[config.mk]
export PLATFORM = sky130hd
export DESIGN_NAME = image_mean_square_error
export DESIGN_NICKNAME = d
export VERILOG_FILES = /design/src/rtl/core/imse_pkg.sv /design/src/rtl/core/imse_divider.sv /design/src/rtl/core/image_mean_square_error.sv
export SDC_FILE = /design/constraint.sdc
export NUM_CORES = 2
export LEC_CHECK = 0
export BUFFER_PORTS_ARGS = -buffer_cell sky130_fd_sc_hd__buf_2
export CELL_PAD_IN_SITES_DETAIL_PLACEMENT = 0
export CELL_PAD_IN_SITES_GLOBAL_PLACEMENT = 1
export CORE_MARGIN = 2
export CORE_UTILIZATION = 45
export CTS_CLUSTER_SIZE = 16
export DETAILED_ROUTE_END_ITERATION = 10
export GPL_TIMING_DRIVEN = 0
export PLACE_DENSITY = 0.79
export SLEW_MARGIN = 25
export SYNTH_ARGS = -nofsm -noshare
export SYNTH_HDL_FRONTEND = slang
export SYNTH_SLANG_ARGS = --single-unit
[constraint.sdc]
create_clock -name clock -period 8.9 [get_ports clock]
set_input_delay 1.335 -clock clock [delete_from_list [all_inputs] [get_ports clock]]
set_output_delay 1.335 -clock clock [all_outputs]
set_load 0.005 [all_outputs]
[src/rtl/core/imse_pkg.sv]
// Shared types, widths and helpers for the image mean-square-error block.
// Used by the top level, the divider and the port checker; no dependencies.
package imse_pkg;

   // Field widths
   localparam int PIX_W   = 16;
   localparam int DIM_W   = 13;
   localparam int CNT_W   = 25;
   localparam int SQ_W    = 2 * PIX_W;
   localparam int SUM_W   = 56;
   localparam int FRAC_W  = 8;
   localparam int MEAN_W  = 40;
   localparam int DIV_W   = SUM_W + FRAC_W;
   localparam int ITER_W  = $clog2(DIV_W);
   localparam int PROD_W  = 2 * DIM_W;

   // Frame geometry limits and reset geometry
   localparam int unsigned MAX_DIM = 4096;
   localparam logic [DIM_W-1:0] MAX_DIM_VAL      = DIM_W'(MAX_DIM);
   localparam logic [DIM_W-1:0] WIDTH_RESET_VAL  = DIM_W'(640);
   localparam logic [DIM_W-1:0] HEIGHT_RESET_VAL = DIM_W'(480);

   // Register indexes on the csr channel
   localparam int CSR_IDX_W = 1;
   localparam logic [CSR_IDX_W-1:0] CSR_FRAME_WIDTH  = 1'b0;
   localparam logic [CSR_IDX_W-1:0] CSR_FRAME_HEIGHT = 1'b1;

   // Request to the divider: start pulse plus operands
   typedef struct packed {
      logic             start;
      logic [SUM_W-1:0] sum;
      logic [CNT_W-1:0] count;
   } imse_div_req_type;

   // Status from the divider: done pulse plus held quotient
   typedef struct packed {
      logic              done;
      logic [MEAN_W-1:0] quotient;
   } imse_div_rsp_type;

   // Force a dimension register into 1..MAX_DIM
   function automatic logic [DIM_W-1:0] clamp_dim(input logic [DIM_W-1:0] d);
      logic [DIM_W-1:0] r;
      begin
         r = d;
         if (d == '0) begin
            r = DIM_W'(1);
         end else if (d > MAX_DIM_VAL) begin
            r = MAX_DIM_VAL;
         end
         return r;
      end
   endfunction

endpackage

[src/rtl/core/imse_divider.sv]
// Restoring divider for the frame mean: (sum << 8) / count, one quotient bit
// per cycle over one shared compare-and-subtract. Depends on imse_pkg.
module imse_divider
   import imse_pkg::*;
(
   input  logic             clock,
   input  logic             reset,
   input  imse_div_req_type div_req,
   output imse_div_rsp_type div_rsp
);

   logic              busy_ff, busy_in;
   logic              done_ff, done_in;
   logic [ITER_W-1:0] iter_ff, iter_in;
   logic [DIV_W-1:0]  quo_ff, quo_in;
   logic [CNT_W-1:0]  rem_ff, rem_in;
   logic [CNT_W-1:0]  dvsr_ff, dvsr_in;
   logic [CNT_W:0]    trial;
   logic [CNT_W:0]    diff;
   logic              fits;

   // Shift in the next dividend bit and try the subtract
   always_comb begin
      trial = {rem_ff, quo_ff[DIV_W-1]};
      diff  = trial - {1'b0, dvsr_ff};
      fits  = (trial >= {1'b0, dvsr_ff});
   end

   // Step the sequence
   always_comb begin
      busy_in = busy_ff;
      done_in = 1'b0;
      iter_in = iter_ff;
      quo_in  = quo_ff;
      rem_in  = rem_ff;
      dvsr_in = dvsr_ff;
      if (div_req.start) begin
         busy_in = 1'b1;
         iter_in = '0;
         quo_in  = {div_req.sum, {FRAC_W{1'b0}}};
         rem_in  = '0;
         dvsr_in = div_req.count;
      end else if (busy_ff) begin
         quo_in  = {quo_ff[DIV_W-2:0], fits};
         rem_in  = fits ? diff[CNT_W-1:0] : trial[CNT_W-1:0];
         iter_in = iter_ff + ITER_W'(1);
         if (iter_ff == ITER_W'(DIV_W - 1)) begin
            busy_in = 1'b0;
            done_in = 1'b1;
         end
      end
   end

   always_ff @(posedge clock) begin
      if (reset) begin
         busy_ff <= 1'b0;
         done_ff <= 1'b0;
         iter_ff <= '0;
      end else begin
         busy_ff <= busy_in;
         done_ff <= done_in;
         iter_ff <= iter_in;
      end
      quo_ff  <= quo_in;
      rem_ff  <= rem_in;
      dvsr_ff <= dvsr_in;
   end

   assign div_rsp.done     = done_ff;
   assign div_rsp.quotient = quo_ff[MEAN_W-1:0];

endmodule

[src/rtl/core/image_mean_square_error.sv]
// Image mean-square-error top level: squaring, accumulation, frame count and
// the result register. Depends on imse_pkg and imse_divider.

// Each pixel pair passes through accept, square and accumulate before the next
// pair is taken; req_stall is high while a pair is in work. The last pixel of a
// frame (frame_width times frame_height pixels, each dimension clamped to
// 1..4096) starts a bit-serial divider, and req_stall stays high until the
// result is loaded into the output register. The result
// (exact sum and Q32.8 mean) sits in an output register, and the next frame's
// pixels are taken while it waits there. A frame end that finds the output
// register still holding an unaccepted result stalls the input until that
// result transfers. Write the dimensions only while the block is idle.
module image_mean_square_error
   import imse_pkg::*;
(
   input  logic                 clock,
   input  logic                 reset,
   input  logic                 req_valid,
   output logic                 req_stall,
   input  logic [PIX_W-1:0]     req_pixel_a,
   input  logic [PIX_W-1:0]     req_pixel_b,
   output logic                 rsp_valid,
   input  logic                 rsp_stall,
   output logic [SUM_W-1:0]     rsp_error_sum,
   output logic [MEAN_W-1:0]    rsp_mean_error,
   input  logic                 csr_valid,
   output logic                 csr_ready,
   input  logic [CSR_IDX_W-1:0] csr_index,
   input  logic [DIM_W-1:0]     csr_data
);

   typedef enum logic [2:0] {
      ST_IDLE,
      ST_SQUARE,
      ST_ACCUM,
      ST_DIVIDE,
      ST_DONE
   } state_type;

   state_type         state_ff, state_in;
   logic [DIM_W-1:0]  width_ff, width_in;
   logic [DIM_W-1:0]  height_ff, height_in;
   logic [CNT_W-1:0]  total_ff, total_in;
   logic [PIX_W-1:0]  pix_a_ff, pix_a_in;
   logic [PIX_W-1:0]  pix_b_ff, pix_b_in;
   logic [SQ_W-1:0]   sq_ff, sq_in;
   logic [SUM_W-1:0]  acc_ff, acc_in;
   logic [CNT_W-1:0]  cnt_ff, cnt_in;
   logic [SUM_W-1:0]  hold_sum_ff, hold_sum_in;
   logic              rsp_valid_ff, rsp_valid_in;
   logic [SUM_W-1:0]  rsp_sum_ff, rsp_sum_in;
   logic [MEAN_W-1:0] rsp_mean_ff, rsp_mean_in;

   logic [PIX_W-1:0]  diff;
   logic [PROD_W-1:0] dim_prod;
   logic [SUM_W-1:0]  acc_sum;
   logic [CNT_W-1:0]  cnt_sum;
   logic              frame_end;
   logic              req_xfer;
   logic              out_free;

   imse_div_req_type  div_req;
   imse_div_rsp_type  div_rsp;

   imse_divider u_div (
      .clock   (clock),
      .reset   (reset),
      .div_req (div_req),
      .div_rsp (div_rsp)
   );

   // Datapath helpers
   always_comb begin
      diff      = (pix_a_ff >= pix_b_ff) ? (pix_a_ff - pix_b_ff) : (pix_b_ff - pix_a_ff);
      dim_prod  = clamp_dim(width_ff) * clamp_dim(height_ff);
      acc_sum   = acc_ff + SUM_W'(sq_ff);
      cnt_sum   = cnt_ff + CNT_W'(1);
      frame_end = (cnt_sum >= total_ff);
      req_xfer  = req_valid && (state_ff == ST_IDLE);
      out_free  = !rsp_valid_ff || !rsp_stall;
   end

   // Sequencer and next values
   always_comb begin
      state_in     = state_ff;
      width_in     = width_ff;
      height_in    = height_ff;
      total_in     = dim_prod[CNT_W-1:0];
      pix_a_in     = pix_a_ff;
      pix_b_in     = pix_b_ff;
      sq_in        = sq_ff;
      acc_in       = acc_ff;
      cnt_in       = cnt_ff;
      hold_sum_in  = hold_sum_ff;
      rsp_valid_in = rsp_valid_ff && rsp_stall;
      rsp_sum_in   = rsp_sum_ff;
      rsp_mean_in  = rsp_mean_ff;
      div_req      = '0;

      // Register writes
      if (csr_valid) begin
         case (csr_index)
            CSR_FRAME_WIDTH:  width_in  = csr_data;
            CSR_FRAME_HEIGHT: height_in = csr_data;
            default: ;
         endcase
      end

      case (state_ff)
         ST_IDLE: begin
            if (req_xfer) begin
               pix_a_in = req_pixel_a;
               pix_b_in = req_pixel_b;
               state_in = ST_SQUARE;
            end
         end
         ST_SQUARE: begin
            sq_in    = diff * diff;
            state_in = ST_ACCUM;
         end
         ST_ACCUM: begin
            if (frame_end) begin
               // Hand the frame to the divider and clear for the next one
               div_req.start = 1'b1;
               div_req.sum   = acc_sum;
               div_req.count = cnt_sum;
               hold_sum_in   = acc_sum;
               acc_in        = '0;
               cnt_in        = '0;
               state_in      = ST_DIVIDE;
            end else begin
               acc_in   = acc_sum;
               cnt_in   = cnt_sum;
               state_in = ST_IDLE;
            end
         end
         ST_DIVIDE: begin
            if (div_rsp.done) begin
               state_in = ST_DONE;
            end
         end
         ST_DONE: begin
            // Load the result once the output register is free
            if (out_free) begin
               rsp_valid_in = 1'b1;
               rsp_sum_in   = hold_sum_ff;
               rsp_mean_in  = div_rsp.quotient;
               state_in     = ST_IDLE;
            end
         end
         default: state_in = ST_IDLE;
      endcase
   end

   always_ff @(posedge clock) begin
      if (reset) begin
         state_ff     <= ST_IDLE;
         width_ff     <= WIDTH_RESET_VAL;
         height_ff    <= HEIGHT_RESET_VAL;
         total_ff     <= CNT_W'(WIDTH_RESET_VAL) * CNT_W'(HEIGHT_RESET_VAL);
         acc_ff       <= '0;
         cnt_ff       <= '0;
         rsp_valid_ff <= 1'b0;
      end else begin
         state_ff     <= state_in;
         width_ff     <= width_in;
         height_ff    <= height_in;
         total_ff     <= total_in;
         acc_ff       <= acc_in;
         cnt_ff       <= cnt_in;
         rsp_valid_ff <= rsp_valid_in;
      end
      pix_a_ff    <= pix_a_in;
      pix_b_ff    <= pix_b_in;
      sq_ff       <= sq_in;
      hold_sum_ff <= hold_sum_in;
      rsp_sum_ff  <= rsp_sum_in;
      rsp_mean_ff <= rsp_mean_in;
   end

   assign req_stall      = (state_ff != ST_IDLE);
   assign csr_ready      = 1'b1;
   assign rsp_valid      = rsp_valid_ff;
   assign rsp_error_sum  = rsp_sum_ff;
   assign rsp_mean_error = rsp_mean_ff;

endmodule

## Yosys cells after proc, flatten, opt, wreduce, memory -nomap -nowiden

Index checks and enable logic that the tools add are counted.

| operators by class | value |
|---|---|
| add/subtract/negate cells | 6 |
| bitwise logic cells | 2 |
| reduce and logical (&&, ||, !) cells | 18 |
| order comparisons | 5 |
| multipliers | 2 |
| eq/ne operators | 8 |
| muxes and demuxes | 23 |

Operators with widths:

| kind | count |
|---|---|
| 2-to-1 mux 82 bit | 2 |
| 2-to-1 mux 64 bit | 2 |
| adder 56 x 32 -> 56 bit | 1 |
| 2-to-1 mux 56 bit | 1 |
| 2-to-1 mux 13 bit | 4 |
| 2-to-1 mux 25 bit | 2 |
| multiplier 16 x 16 -> 32 bit | 1 |
| subtractor 16 bit | 2 |
| >= comparator 26 x 25 -> 1 bit | 1 |
| > comparator 13 bit, second input constant | 2 |
| zero test 13 bit | 2 |
| adder 25 x 1 -> 25 bit, second input constant | 1 |
| >= comparator 25 bit | 1 |
| multiplier 13 x 13 -> 25 bit | 1 |
| subtractor 25 bit | 1 |
| >= comparator 16 bit | 1 |
| 2-to-1 mux 16 bit | 1 |
| case mux 3 bit (5 select lines) | 1 |
| AND reduction 2 bit | 5 |
| 2-to-1 mux 3 bit | 3 |
| adder 6 x 1 -> 6 bit, second input constant | 1 |
| == test 3 x 2 -> 1 bit, second input constant | 2 |
| == test 6 bit, second input constant | 1 |
| 2-to-1 mux 1 bit | 6 |
| other kinds (15) | 19 |

| storage, ports and cells | value |
|---|---|
| bits of input ports | 51 |
| register bits | 474 |
| logic and storage cells | 84 |
| output and inout port bits | 99 |

## Logic depth before layout (Yosys ltp)

| logic depth | value |
|---|---|
| depth after elaboration | 5 |
| depth in mapped cells | 37 |
| depth with buffers taken out | 35 |

## By module

From an unflattened synthesis, not the netlist that was laid out.

| second synthesis, totals | value |
|---|---|
| cells, all modules | 3668 |
| area total of the unflattened synthesis | 35937.0 um2 |

By module, submodules not included:

| module | cells an instance | sequential area each (um2) | instances | area an instance (um2) |
|---|---|---|---|---|
| image_mean_square_error | 3069 | 9178.8 | 1 | 29462.0 |
| imse_divider | 599 | 3253.1 | 1 | 6475.0 |

## Worst setup path after synthesis

Ideal clock, no wire load.

| timing | value |
|---|---|
| path kind | register to register |
| start | reg pix_a_ff[13] |
| end | reg sq_ff[30], data pin |
| data required time | 8.643 ns |
| path slack | 0.521 ns |
| arrival | 8.122 ns |
| cell stages (with the launch flop) | 35 |
| library setup time | 0.257 ns |
| buffers on the path | 4 |
| cells stage by stage | edfxtp_1 inv_1 ha_1 buf_6 a21o_1 a21o_1 a211o_1 buf_2 or2_1 buf_6 o21a_1 or4b_4 and3_1 buf_2 clkinv_2 nand2_1 fa_1 fa_1 inv_1 fa_1 fa_1 fa_1 inv_1 fa_1 inv_1 ha_1 a21oi_1 nand2_1 a21oi_1 o31ai_1 o41ai_2 o311ai_0 o21ai_0 nand2_1 xor2_1 |

| on the way | value |
|---|---|
| word-level cells in the longest chain between the ends | 3 |

Ends and longest elaborated chain:

| what | RTL line | source |
|---|---|---|
| start, declared | image_mean_square_error.sv:44 | `logic [PIX_W-1:0] pix_a_ff, pix_a_in;` |
| start signal, assigned | image_mean_square_error.sv:173 | `pix_a_ff <= pix_a_in;` |
| subtractor 16 bit or >= comparator 16 bit (tied branches) | image_mean_square_error.sv:74 | `diff = (pix_a_ff >= pix_b_ff) ? (pix_a_ff - pix_b_ff) : (pix_b_ff - pix_a_ff);` |
| 2-to-1 mux 16 bit * | image_mean_square_error.sv:74 |  |
| multiplier 16 x 16 -> 32 bit * | image_mean_square_error.sv:118 | `sq_in = diff * diff;` |
| end signal, assigned | image_mean_square_error.sv:175 | `sq_ff <= sq_in;` |
| end, declared | image_mean_square_error.sv:46 | `logic [SQ_W-1:0] sq_ff, sq_in;` |

Every way passes the cells marked *; elsewhere a longest branch is shown, timed or not.
A chain may end at the register's enable or synchronous reset.

## Worst setup path after layout

| timing | value |
|---|---|
| start | reg pix_b_ff[0] |
| end | reg sq_ff[22], data pin |

| on the way | value |
|---|---|
| word-level cells in the longest chain between the ends | 3 |

Ends and longest elaborated chain:

| what | RTL line | source |
|---|---|---|
| start, declared | image_mean_square_error.sv:45 | `logic [PIX_W-1:0] pix_b_ff, pix_b_in;` |
| start signal, assigned | image_mean_square_error.sv:174 | `pix_b_ff <= pix_b_in;` |
| subtractor 16 bit or >= comparator 16 bit (tied branches) | image_mean_square_error.sv:74 |  |
| 2-to-1 mux 16 bit * | image_mean_square_error.sv:74 |  |
| multiplier 16 x 16 -> 32 bit * | image_mean_square_error.sv:118 |  |

Marks and branches as above.

==> summary.txt <==
Layout fillers: 7312
period utilization: 0.965
Top FF cell, synth: edfxtp_1
Worst Clk Skew: 0.0553 ns
FP Rows: 102
Post-route DRC: 0
Antenna Cells: 0
yosys warns: 0
Critical Path Most Common Cell: fa_1
Area Overhead vs Synth: 12.6%
Root Driver: clkbuf_16
status: complete, no violations
Synthesized Nets: 4249
H-tree depth: 2
Critical Path Source Type: register
Max Fanout on Critical Path: 9
Final Critical Period: 8.59 ns
IO Pins: 150
Die Y: 283 microns
Worst slew margin: 0.388
CTS tree: done
Nets: 4468
core area: 77300 sq um
worst path bufs/invs: 9
grt total ovfl: 0
largest net degree at the start of global routing: 47
CTS Hold Bufs: 0
Peak Freq: 116 MHz
number of flops mapped to enable cells by yosys: 296
Worst-Margin Slew: 0.918 ns
top post-synthesis cells by area: edfxtp_1, fa_1, dfxtp_1, ha_1, inv_1
Post-Route WL: 87.9 mm
Crit Path Class: reg -> reg
WL/cell: 17.8 microns
cell taking the most area after synthesis: edfxtp_1
# Max-Cap Violations: 0
Arr. time, crit path: 8.94 ns
Unique masters post-synth: 83
vias per inst: 5.26
slowest cell delay on critical path: 0.56 ns
Non-Filler Instances: 4932
DR iter-0 viols: 1512
Avg Inst Size Synth: 9.66 sq um
clk sinks: 473
most frequent cell after synthesis: inv_1
Syn Std Cell Area: 35100 sq um
CTS clk-pin slew, worst paths: 0.06 ns
final hold vios: 0
Max Slew Vio Count: 0
PortBufs: 148
initial antenna violation count: 2
most frequent cells after synthesis: inv_1, nand2_1, edfxtp_1
Post-DP HPWL: 69.4 mm
critical path capture point type: register
Total Routing Usage GR: 0.217
routability cong.: 0.902
total die area: 80200 sq um
drt first pass iters: 6
CP required: 9.25 ns
flops & latches, synth: 473
Max clock buf depth: 3
vias in the first global route: 25700
Slowest-stage cell, CP: fa_1
Seq/Total Area, Yosys: 0.354
Detail Route Antenna Nets: 0
Starting Density: 0.454
path category of the worst min-delay check: reg -> reg
cell count after synthesis: 3630
first-pass GRT wire length: 140 mm
Die Width: 283 microns
insertion delay to the later sink of the worst-skew pair: 0.62 ns
ys async rst share: 0
CTS Buf Count: 51
Crit path max-delay family: adder cells
Synth top area share: 0.253
vias: 25900
Final setup violation count: 0
placed insts: 4833
layout cell share with drive strength beyond 1: 0.0917
[state kept, by name, summed over array words and instances, names as in the netlist, 6 cells and up]
name and count:
u_div.quo_ff 64, acc_ff 56, hold_sum_ff 56, rsp_error_sum 56
rsp_mean_error 40, sq_ff 31, cnt_ff 25, total_ff 25
u_div.dvsr_ff 25, u_div.rem_ff 25, pix_a_ff 16, pix_b_ff 16
height_ff 13, width_ff 13, u_div.iter_ff 6
[worst reg2reg max path: cells and delay by family, from the launching register on]
family                     cells  cell delay [ns]
adders and majority gates      8             3.69
and+or+nand+nor                7             1.36
buffers and inverters          9             1.01
xor gates and xnor gates       1             0.08
AOI/OAI and AO/OA              9             1.81
DFF                            1             0.40
[layout make-up]
type / instances / area [sq um] / area share
multi-input combinational: 2505 / 20500 / 0.519
sequential: 473 / 12400 / 0.315
inverter: 484 / 1830 / 0.0463
clock buffer: 67 / 1370 / 0.0346
tap: 1040 / 1300 / 0.0329
timing repair buffer: 172 / 1040 / 0.0262
buffer: 162 / 699 / 0.0177
clock inverter: 29 / 349 / 0.00884
[final timing paths]
path | start | to | slack, ns | depth (start not counted)
min reg2reg | hold_sum_ff[35] | rsp_error_sum[35] | 0.42 | 0
min | hold_sum_ff[35] | rsp_error_sum[35] | 0.42 | 0
max reg2reg | pix_b_ff[0] | sq_ff[22] | 0.31 | 34
max | pix_b_ff[0] | sq_ff[22] | 0.31 | 34
[kinds of logic (layout without fill, tap and decap cells)]
| family | Yosys count | in the layout | share of synthesized area |
|---|---|---|---|
| buffers and inverters | 653 | 914 | 0.0710 |
| adders and majority gates | 568 | 568 | 0.264 |
| xor gates and xnor gates | 166 | 166 | 0.0418 |
| other | 1 | 1 | 0.000107 |
| AOI/OAI and AO/OA | 617 | 618 | 0.113 |
| DFF | 473 | 473 | 0.354 |
| muxes | 28 | 28 | 0.00803 |
| and+or+nand+nor | 1124 | 1124 | 0.148 |
[metrics by stage]
stage                      util  TNS (ns)  cell area, sq um  worst slack, ns  hold slack, ns
after floorplan               -         0             35100            0.521           0.400
after global placement    0.480    -35.41             37100            -1.10           0.403
after detailed placement  0.483     -6.98             37400           -0.945           0.405
after CTS                 0.507         0             39200          0.00511           0.419
after global routing      0.511   -0.0580             39500          -0.0398           0.421
final                     0.511         0             39500            0.314           0.418
[placed cells by master (no fill, tap or decap), drive strengths merged, types with 19 or more instances in the layout]
cell type,instances
xnor2,105
nand4,33
nand3,120
ha,281
and3,64
nor2b,41
a31oi,27
nor2,241
a21oi,194
nor3,37
o211ai,20
nand2,456
and2,24
dfxtp,177
buf,198
o21bai,19
inv,487
nand2b,30
a21o,77
xor2,60
clkbuf,203
fa,287
a211oi,22
a22o,27
o21ai,125
mux2i,27
edfxtp,296
[layer usage]
metal | up-vias | GRT usage | part of all wire
met5 | - | 0 | 0.00015
met4 | 2 | 0.0487 | 0.021
met3 | 109 | 0.0295 | 0.056
met2 | 717 | 0.359 | 0.46
met1 | 12500 | 0.303 | 0.46
li1 | 12700 | - | -
[timing repair]
action,4_1_cts,5_1_grt
pin swaps,3,12
cloned,0,1
buffers inserted,3,6
gates resized for setup,20,82
endpoints found under the setup margin,15,15
Power is left out: the tool's default activity adds up to more than one toggle a clock period on the data nets, which glitch-free logic cannot reach.
